### src/adbp_pkg.sv
`default_nettype none

package adbp_pkg;

    localparam int MAX_CHANNELS_DEF = 4;
    localparam int FRAME_LIMIT_DEF  = 1024;

    localparam int CFG_IDX_W  = 2;
    localparam int CFG_DATA_W = 15;

    localparam logic [CFG_IDX_W-1:0] REG_CHANNELS_IN_USE   = 2'd0;
    localparam logic [CFG_IDX_W-1:0] REG_PAD_SHIFT         = 2'd1;
    localparam logic [CFG_IDX_W-1:0] REG_COEFF_R           = 2'd2;
    localparam logic [CFG_IDX_W-1:0] REG_FRAMES_PER_PACKET = 2'd3;

    localparam logic [2:0]  RST_CHANNELS_IN_USE   = 3'd2;
    localparam logic [4:0]  RST_PAD_SHIFT         = 5'd0;
    localparam logic [14:0] RST_COEFF_R           = 15'd31482;
    localparam logic [10:0] RST_FRAMES_PER_PACKET = 11'd256;

    localparam logic [14:0] R_FLOOR       = 15'd30000;
    localparam logic [4:0]  DEFAULT_SHIFT = 5'd8;
    localparam int          Q15_SHIFT     = 15;
    localparam logic signed [15:0] PCM_MAX = 16'sh7fff;
    localparam logic signed [15:0] PCM_MIN = 16'sh8000;

    typedef struct packed {
        logic [2:0]  channels_in_use;
        logic [4:0]  pad_shift;
        logic [14:0] coeff_r;
        logic [10:0] frames_per_packet;
    } cfg_t;

    typedef struct packed {
        logic signed [31:0] raw_sample;
        logic               block_end;
    } in_item_t;

    typedef struct packed {
        logic signed [15:0] pcm_out;
        logic [1:0]         chan_index;
        logic [15:0]        packet_seq;
        logic [9:0]         frame_index;
        logic               packet_last;
    } out_item_t;

    typedef struct packed {
        logic [1:0]  chan_index;
        logic [15:0] packet_seq;
        logic [9:0]  frame_index;
        logic        packet_last;
    } pkt_pos_t;

endpackage

`default_nettype wire

### src/adbp_filter.sv
`default_nettype none

module adbp_filter #(
    parameter int MAX_CHANNELS = adbp_pkg::MAX_CHANNELS_DEF
) (
    input  wire logic                              clk,
    input  wire logic                              rst_n,
    input  wire logic                              enable,
    input  wire logic [$clog2(MAX_CHANNELS)-1:0]   chan_sel,
    input  wire logic signed [31:0]                raw_sample,
    input  wire adbp_pkg::cfg_t                    cfg,
    output logic signed [15:0]                     pcm_out
);
    import adbp_pkg::*;

    logic [31:0] prev_in_reg  [MAX_CHANNELS];
    logic [31:0] prev_out_reg [MAX_CHANNELS];

    logic [4:0]         shift_amt;
    logic [14:0]        r_eff;
    logic signed [31:0] x_val;
    logic signed [47:0] prod;
    logic [31:0]        scaled;
    logic [31:0]        y_val;

    always_comb
    begin
        shift_amt = (cfg.pad_shift == 5'd0) ? DEFAULT_SHIFT : cfg.pad_shift;
        r_eff     = (cfg.coeff_r < R_FLOOR) ? R_FLOOR : cfg.coeff_r;
        x_val     = raw_sample >>> shift_amt;
        prod      = $signed(prev_out_reg[chan_sel]) * $signed({1'b0, r_eff});
        scaled    = prod[Q15_SHIFT+31:Q15_SHIFT];
        y_val     = x_val - prev_in_reg[chan_sel] + scaled;
        if (!y_val[31] && (y_val[30:15] != 16'h0000))
        begin
            pcm_out = PCM_MAX;
        end
        else if (y_val[31] && (y_val[30:15] != 16'hffff))
        begin
            pcm_out = PCM_MIN;
        end
        else
        begin
            pcm_out = y_val[15:0];
        end
    end

    always_ff @(posedge clk or negedge rst_n)
    begin
        if (!rst_n)
        begin
            for (int i = 0; i < MAX_CHANNELS; i++)
            begin
                prev_in_reg[i]  <= '0;
                prev_out_reg[i] <= '0;
            end
        end
        else if (enable)
        begin
            prev_in_reg[chan_sel]  <= x_val;
            prev_out_reg[chan_sel] <= y_val;
        end
    end

endmodule

`default_nettype wire

### src/adbp_seq.sv
`default_nettype none

module adbp_seq #(
    parameter int MAX_CHANNELS = adbp_pkg::MAX_CHANNELS_DEF,
    parameter int FRAME_LIMIT  = adbp_pkg::FRAME_LIMIT_DEF
) (
    input  wire logic                              clk,
    input  wire logic                              rst_n,
    input  wire logic                              advance,
    input  wire logic                              block_end,
    input  wire adbp_pkg::cfg_t                    cfg,
    output logic [$clog2(MAX_CHANNELS)-1:0]        chan_sel,
    output adbp_pkg::pkt_pos_t                     pos
);
    import adbp_pkg::*;

    localparam int CH_W = $clog2(MAX_CHANNELS);
    localparam int NCW  = (CH_W + 1 > 3) ? CH_W + 1 : 3;
    localparam int FR_W = $clog2(FRAME_LIMIT);
    localparam int FPW  = (FR_W + 1 > 11) ? FR_W + 1 : 11;

    logic [CH_W-1:0] chan_cnt_reg, chan_cnt_next;
    logic [FR_W-1:0] frame_cnt_reg, frame_cnt_next;
    logic [15:0]     seq_cnt_reg, seq_cnt_next;

    logic [NCW-1:0]  nch_raw, nch_eff;
    logic [FPW-1:0]  fpp_raw, fpp_eff;
    logic            frame_end;
    logic            last;
    logic [CH_W+1:0] chan_wide;
    logic [FR_W+9:0] frame_wide;

    always_comb
    begin
        nch_raw = NCW'(cfg.channels_in_use);
        if (nch_raw < NCW'(2))
        begin
            nch_eff = NCW'(2);
        end
        else if (nch_raw > NCW'(MAX_CHANNELS))
        begin
            nch_eff = NCW'(MAX_CHANNELS);
        end
        else
        begin
            nch_eff = nch_raw;
        end

        fpp_raw = FPW'(cfg.frames_per_packet);
        if (fpp_raw < FPW'(1))
        begin
            fpp_eff = FPW'(1);
        end
        else if (fpp_raw > FPW'(FRAME_LIMIT))
        begin
            fpp_eff = FPW'(FRAME_LIMIT);
        end
        else
        begin
            fpp_eff = fpp_raw;
        end

        frame_end = (NCW'(chan_cnt_reg) + NCW'(1)) >= nch_eff;
        last = block_end || (frame_end && ((FPW'(frame_cnt_reg) + FPW'(1)) >= fpp_eff));

        chan_cnt_next  = chan_cnt_reg;
        frame_cnt_next = frame_cnt_reg;
        seq_cnt_next   = seq_cnt_reg;
        if (advance)
        begin
            if (last)
            begin
                chan_cnt_next  = '0;
                frame_cnt_next = '0;
                seq_cnt_next   = seq_cnt_reg + 16'd1;
            end
            else if (frame_end)
            begin
                chan_cnt_next  = '0;
                frame_cnt_next = frame_cnt_reg + FR_W'(1);
            end
            else
            begin
                chan_cnt_next = chan_cnt_reg + CH_W'(1);
            end
        end

        chan_wide  = {2'b00, chan_cnt_reg};
        frame_wide = {10'd0, frame_cnt_reg};

        chan_sel        = chan_cnt_reg;
        pos.chan_index  = chan_wide[1:0];
        pos.packet_seq  = seq_cnt_reg;
        pos.frame_index = frame_wide[9:0];
        pos.packet_last = last;
    end

    always_ff @(posedge clk or negedge rst_n)
    begin
        if (!rst_n)
        begin
            chan_cnt_reg  <= '0;
            frame_cnt_reg <= '0;
            seq_cnt_reg   <= '0;
        end
        else
        begin
            chan_cnt_reg  <= chan_cnt_next;
            frame_cnt_reg <= frame_cnt_next;
            seq_cnt_reg   <= seq_cnt_next;
        end
    end

endmodule

`default_nettype wire

### src/audio_dc_block_packetizer.sv
// Channel  Direction  Payload                 Transaction
// in       input      adbp_pkg::in_item_t     in_valid & in_ready
// out      output     adbp_pkg::out_item_t    out_valid & out_ready
// cfg      input      cfg_index, cfg_data     cfg_valid & cfg_ready (always ready)
//
// One sample per cycle sustained while the output is not stalled; out_valid is registered.
// The input register feeds one pass of shift, 32x16 multiply, add and saturation into the
// output register, which also updates the per-channel filter state and the packet counters.
// A stalled output holds the output and input registers; input is still taken when the
// input register is empty or moving forward. Reset sets all but data registers at once.
`default_nettype none

module audio_dc_block_packetizer #(
    parameter int MAX_CHANNELS = adbp_pkg::MAX_CHANNELS_DEF,
    parameter int FRAME_LIMIT  = adbp_pkg::FRAME_LIMIT_DEF
) (
    input  wire logic                              clk,
    input  wire logic                              rst_n,
    input  wire logic                              in_valid,
    output logic                                   in_ready,
    input  wire adbp_pkg::in_item_t                in_data,
    output logic                                   out_valid,
    input  wire logic                              out_ready,
    output adbp_pkg::out_item_t                    out_data,
    input  wire logic                              cfg_valid,
    output logic                                   cfg_ready,
    input  wire logic [adbp_pkg::CFG_IDX_W-1:0]    cfg_index,
    input  wire logic [adbp_pkg::CFG_DATA_W-1:0]   cfg_data
);
    import adbp_pkg::*;

    localparam int CH_W = $clog2(MAX_CHANNELS);

    cfg_t               cfg_reg, cfg_next;
    logic               s1_valid_reg;
    logic signed [31:0] s1_raw_reg;
    logic               s1_end_reg;
    logic               out_valid_reg;
    out_item_t          out_data_reg;

    logic               advance;
    logic [CH_W-1:0]    chan_sel;
    pkt_pos_t           pos;
    logic signed [15:0] pcm;

    assign advance   = s1_valid_reg && (!out_valid_reg || out_ready);
    assign in_ready  = !s1_valid_reg || advance;
    assign out_valid = out_valid_reg;
    assign out_data  = out_data_reg;
    assign cfg_ready = 1'b1;

    always_comb
    begin
        cfg_next = cfg_reg;
        if (cfg_valid)
        begin
            case (cfg_index)
                REG_CHANNELS_IN_USE:   cfg_next.channels_in_use   = cfg_data[2:0];
                REG_PAD_SHIFT:         cfg_next.pad_shift         = cfg_data[4:0];
                REG_COEFF_R:           cfg_next.coeff_r           = cfg_data[14:0];
                REG_FRAMES_PER_PACKET: cfg_next.frames_per_packet = cfg_data[10:0];
                default:               cfg_next = cfg_reg;
            endcase
        end
    end

    always_ff @(posedge clk or negedge rst_n)
    begin
        if (!rst_n)
        begin
            cfg_reg.channels_in_use   <= RST_CHANNELS_IN_USE;
            cfg_reg.pad_shift         <= RST_PAD_SHIFT;
            cfg_reg.coeff_r           <= RST_COEFF_R;
            cfg_reg.frames_per_packet <= RST_FRAMES_PER_PACKET;
            s1_valid_reg              <= 1'b0;
            out_valid_reg             <= 1'b0;
        end
        else
        begin
            cfg_reg <= cfg_next;
            if (in_ready)
            begin
                s1_valid_reg <= in_valid;
            end
            if (!out_valid_reg || out_ready)
            begin
                out_valid_reg <= s1_valid_reg;
            end
        end
    end

    always_ff @(posedge clk)
    begin
        if (in_valid && in_ready)
        begin
            s1_raw_reg <= in_data.raw_sample;
            s1_end_reg <= in_data.block_end;
        end
        if (advance)
        begin
            out_data_reg.pcm_out     <= pcm;
            out_data_reg.chan_index  <= pos.chan_index;
            out_data_reg.packet_seq  <= pos.packet_seq;
            out_data_reg.frame_index <= pos.frame_index;
            out_data_reg.packet_last <= pos.packet_last;
        end
    end

    adbp_seq #(
        .MAX_CHANNELS (MAX_CHANNELS),
        .FRAME_LIMIT  (FRAME_LIMIT)
    ) u_seq (
        .clk       (clk),
        .rst_n     (rst_n),
        .advance   (advance),
        .block_end (s1_end_reg),
        .cfg       (cfg_reg),
        .chan_sel  (chan_sel),
        .pos       (pos)
    );

    adbp_filter #(
        .MAX_CHANNELS (MAX_CHANNELS)
    ) u_filter (
        .clk        (clk),
        .rst_n      (rst_n),
        .enable     (advance),
        .chan_sel   (chan_sel),
        .raw_sample (s1_raw_reg),
        .cfg        (cfg_reg),
        .pcm_out    (pcm)
    );

endmodule

`default_nettype wire

### config.mk
export PLATFORM = sky130hd
export DESIGN_NAME = audio_dc_block_packetizer
export DESIGN_NICKNAME = d
export VERILOG_FILES = /design/src/adbp_pkg.sv /design/src/adbp_filter.sv /design/src/adbp_seq.sv /design/src/audio_dc_block_packetizer.sv
export SDC_FILE = /design/constraint.sdc
export NUM_CORES = 2
export LEC_CHECK = 0
export BUFFER_PORTS_ARGS = -buffer_cell sky130_fd_sc_hd__buf_4
export CORE_ASPECT_RATIO = 0.7
export CORE_MARGIN = 1.5
export CORE_UTILIZATION = 42
export CTS_BUF_LIST = sky130_fd_sc_hd__clkbuf_8
export CTS_CLUSTER_SIZE = 40
export DETAILED_ROUTE_END_ITERATION = 7
export PLACE_DENSITY_LB_ADDON = 0.05
export SLEW_MARGIN = 20
export SYNTH_ARGS = -nofsm -noshare
export SYNTH_HDL_FRONTEND = slang
export SYNTH_SLANG_ARGS = --single-unit
export TNS_END_PERCENT = 50
### constraint.sdc
create_clock -name clk -period 15.1 [get_ports clk]
set_input_delay 1.51 -clock clk [delete_from_list [all_inputs] [get_ports clk]]
set_output_delay 1.51 -clock clk [all_outputs]
set_load 0.1 [all_outputs]
==> results.cfg <==
[outcome]
status = complete, but fails checks
violations = DRC

[drt]
firstDrtPassIters = 7
initialDrtViolationCount = 1983
vias_per_cell = 5.37
drt_wl_total_um = 109000
route.detailed.drc = 12
final_antenna_net_count = 0
wl_per_cell_um = 22.5
vias = 26000

[clock_network]
htree_levels = 2
clk_latency_ns = 0.68
clockBufferDepth = 3
cts.sinks = 398
hold_buffers = 0
tritoncts = built
post_cts_buffers = 0
clkTransAtPathRegs_ns = 0.09
numCtsBuffers = 61
cts_resized = 0
cts_root_buf = clkbuf_8

[worst_setup_path]
crit_top_cell = fa_1
rr_endpoint = out_data[31]
critPathMaxFanout = 16
crit_type = flop to flop
setup.worst_path.start_class = flop
r2r_slack_ns = 1.96
crit_slowest_cell = and3_1
required_ns = 15.48
reg2reg_from = cfg_reg[22]
r2r_cells = 38
crit_path_max_incr_delay_ns = 0.90
cp-end-kind = flop
arrival_ns = 13.52

[final_layout]
layout-drive-gt1-share = 0.129
final_net_count = 4331
fill_cells = 8232
syn_to_final_growth_pct = 8.43
multi_input_area_sq_um = 23500
seq_area_sq_um = 10400

[yosys]
synth.most_common_cell = nand2_1
synthCells = 3619
synth_area_per_cell_sq_um = 10.1
syn_area_sq_um = 36700
synth_ff_type = dfrtp_1
synth_common_cells = 603 x nand2_1, 575 x inv_1, 479 x fa_1
ys_seq_elements = 398
synth_area_leaders = fa_1 26%, dfrtp_1 21%, mux4_2 6.5%, edfxtp_1 6.4%, nand2_1 6.2%
synth.yosys.seq_area_share = 0.282
synth_top_area_share = 0.261
async_reset_ff_frac = 0.804
synth_top_area_cell = fa_1
synth_edf_count = 78
synth_fp_nets = 4313
ys_warn_count = 0
ys_types = 78

[floorplan]
die-area_sq_um = 89300
initial_utilization = 0.425
core_sq_um = 86400
die_w_um = 356
row_count = 90
die_h_um = 250
io_pins = 103

[worst_hold_path]
hold_class = flop to flop
hold_start = u_seq.seq_cnt_reg[15]
hold-path-cell-count = 1
hold_end = u_seq.seq_cnt_reg[15]

[sta]
max_freq_mhz = 76.1
slew_viol_final = 0
rsz0062_at_grt = false
finalSetupTns_ns = 0
maxSlewHeadroom = 0.232
post-route-min-period_ns = 13.14
hold_viol_final = 0
setup_viol = 0
period_share = 0.870
finClkSkew_ns = 0.0620
tightest_slew_ns = 1.15

[placement]
port_buffers = 101
gp_congestion = 0.923
dp_hpwl_um = 85000

[global_route]
grt_pass1_vias = 27400
antenna_found_initial = 2
overflow = 0
grt_pass1_wl_um = 169000
track_usage = 0.251
grt_max_degree = 157

[flow_run]
drv_cap = 0
## worst max path at each step
stage | from | to | slack (ns) | cells after the start
floorplan | u_seq.chan_sel[0] | out_data[39] | 3.38 | 43
global placement | cfg_reg[22] | out_data[31] | 2.28 | 40
detailed placement | cfg_reg[22] | out_data[31] | 1.97 | 39
CTS | cfg_reg[22] | out_data[31] | 1.89 | 39
global route | cfg_reg[22] | out_data[29] | 1.14 | 39
finish | cfg_reg[22] | out_data[31] | 1.96 | 38
## area by class of cell
cell class                 instances  area share
tap                             1150      0.0361
sequential                       398       0.261
clock inverter                    39     0.00685
inverter                         582      0.0549
antenna                            3    0.000188
timing repair buffer             139      0.0267
clock buffer                      71      0.0245
multi-input combinational       2455       0.590
## layer usage
layer,GRT usage,up-vias,part of all wire
met5,0,-,0
met4,0.0409,0,0.015
met3,0.0520,103,0.068
met2,0.374,714,0.44
met1,0.383,13400,0.48
li1,-,11700,-
## placed cells by master (no fill, tap or decap), types with 5 or more instances in the layout
cell type,synthesis,routed
xnor2_1,57,57
nand2b_1,16,16
clkinv_2,0,5
buf_4,1,137
mux2i_1,42,42
a21o_1,28,28
o21a_1,21,21
a31oi_1,11,11
nand4_1,14,14
fa_1,479,479
dfstp_2,13,13
a21oi_1,88,87
xor2_1,39,39
and4_1,6,6
and3_1,29,29
o211ai_1,10,10
mux4_2,106,106
nor3_1,20,20
nor2_1,167,167
edfxtp_1,78,78
a21boi_0,6,6
inv_1,575,602
and2_1,32,30
ha_1,160,160
nor2b_1,7,7
clkbuf_8,0,71
o21bai_1,8,8
mux2_2,97,97
a211oi_1,11,11
dfrtp_1,307,304
or3_1,7,7
a21oi_2,12,13
nand2_1,603,598
nand3_1,40,40
nor4_1,11,11
o21ai_0,264,264
## metrics by stage
stage               hold WS, ns  instances  instance area [sq um]  worst slack (ns)   util
detailed placement        0.453       4724                  38600              1.97  0.447
global route              0.483       4834                  39800              1.14  0.461
finish                    0.469       4837                  39800              1.96  0.461
global placement          0.444       4724                  38600              2.28  0.447
floorplan                 0.425       3619                  36700              3.38      -
CTS                       0.475       4834                  39800              1.89  0.461
## worst max-delay path: cells and delay by family (launching register included)
family / cells / cell delay, ns
AND/OR/NAND/NOR: 12 / 3.46
flip-flops: 1 / 0.61
buffers and inverters: 6 / 1.11
adder cells (fa/ha/maj): 9 / 4.26
XOR/XNOR: 1 / 0.27
AO/OA/AOI/OAI: 10 / 3.04
## kinds of logic after synthesis
family          count (synthesis)  synth area share
simple gates                  968             0.112
fa+ha+maj                     639             0.316
buf+inv                       766            0.0790
xor+xnor                       97            0.0233
flops                         398             0.282
compound gates                505            0.0820
other cells                     1          0.000102
mux                           245             0.106
Power is left out: the tool's default activity adds up to more than one toggle a clock period on the data nets, which glitch-free logic cannot reach.
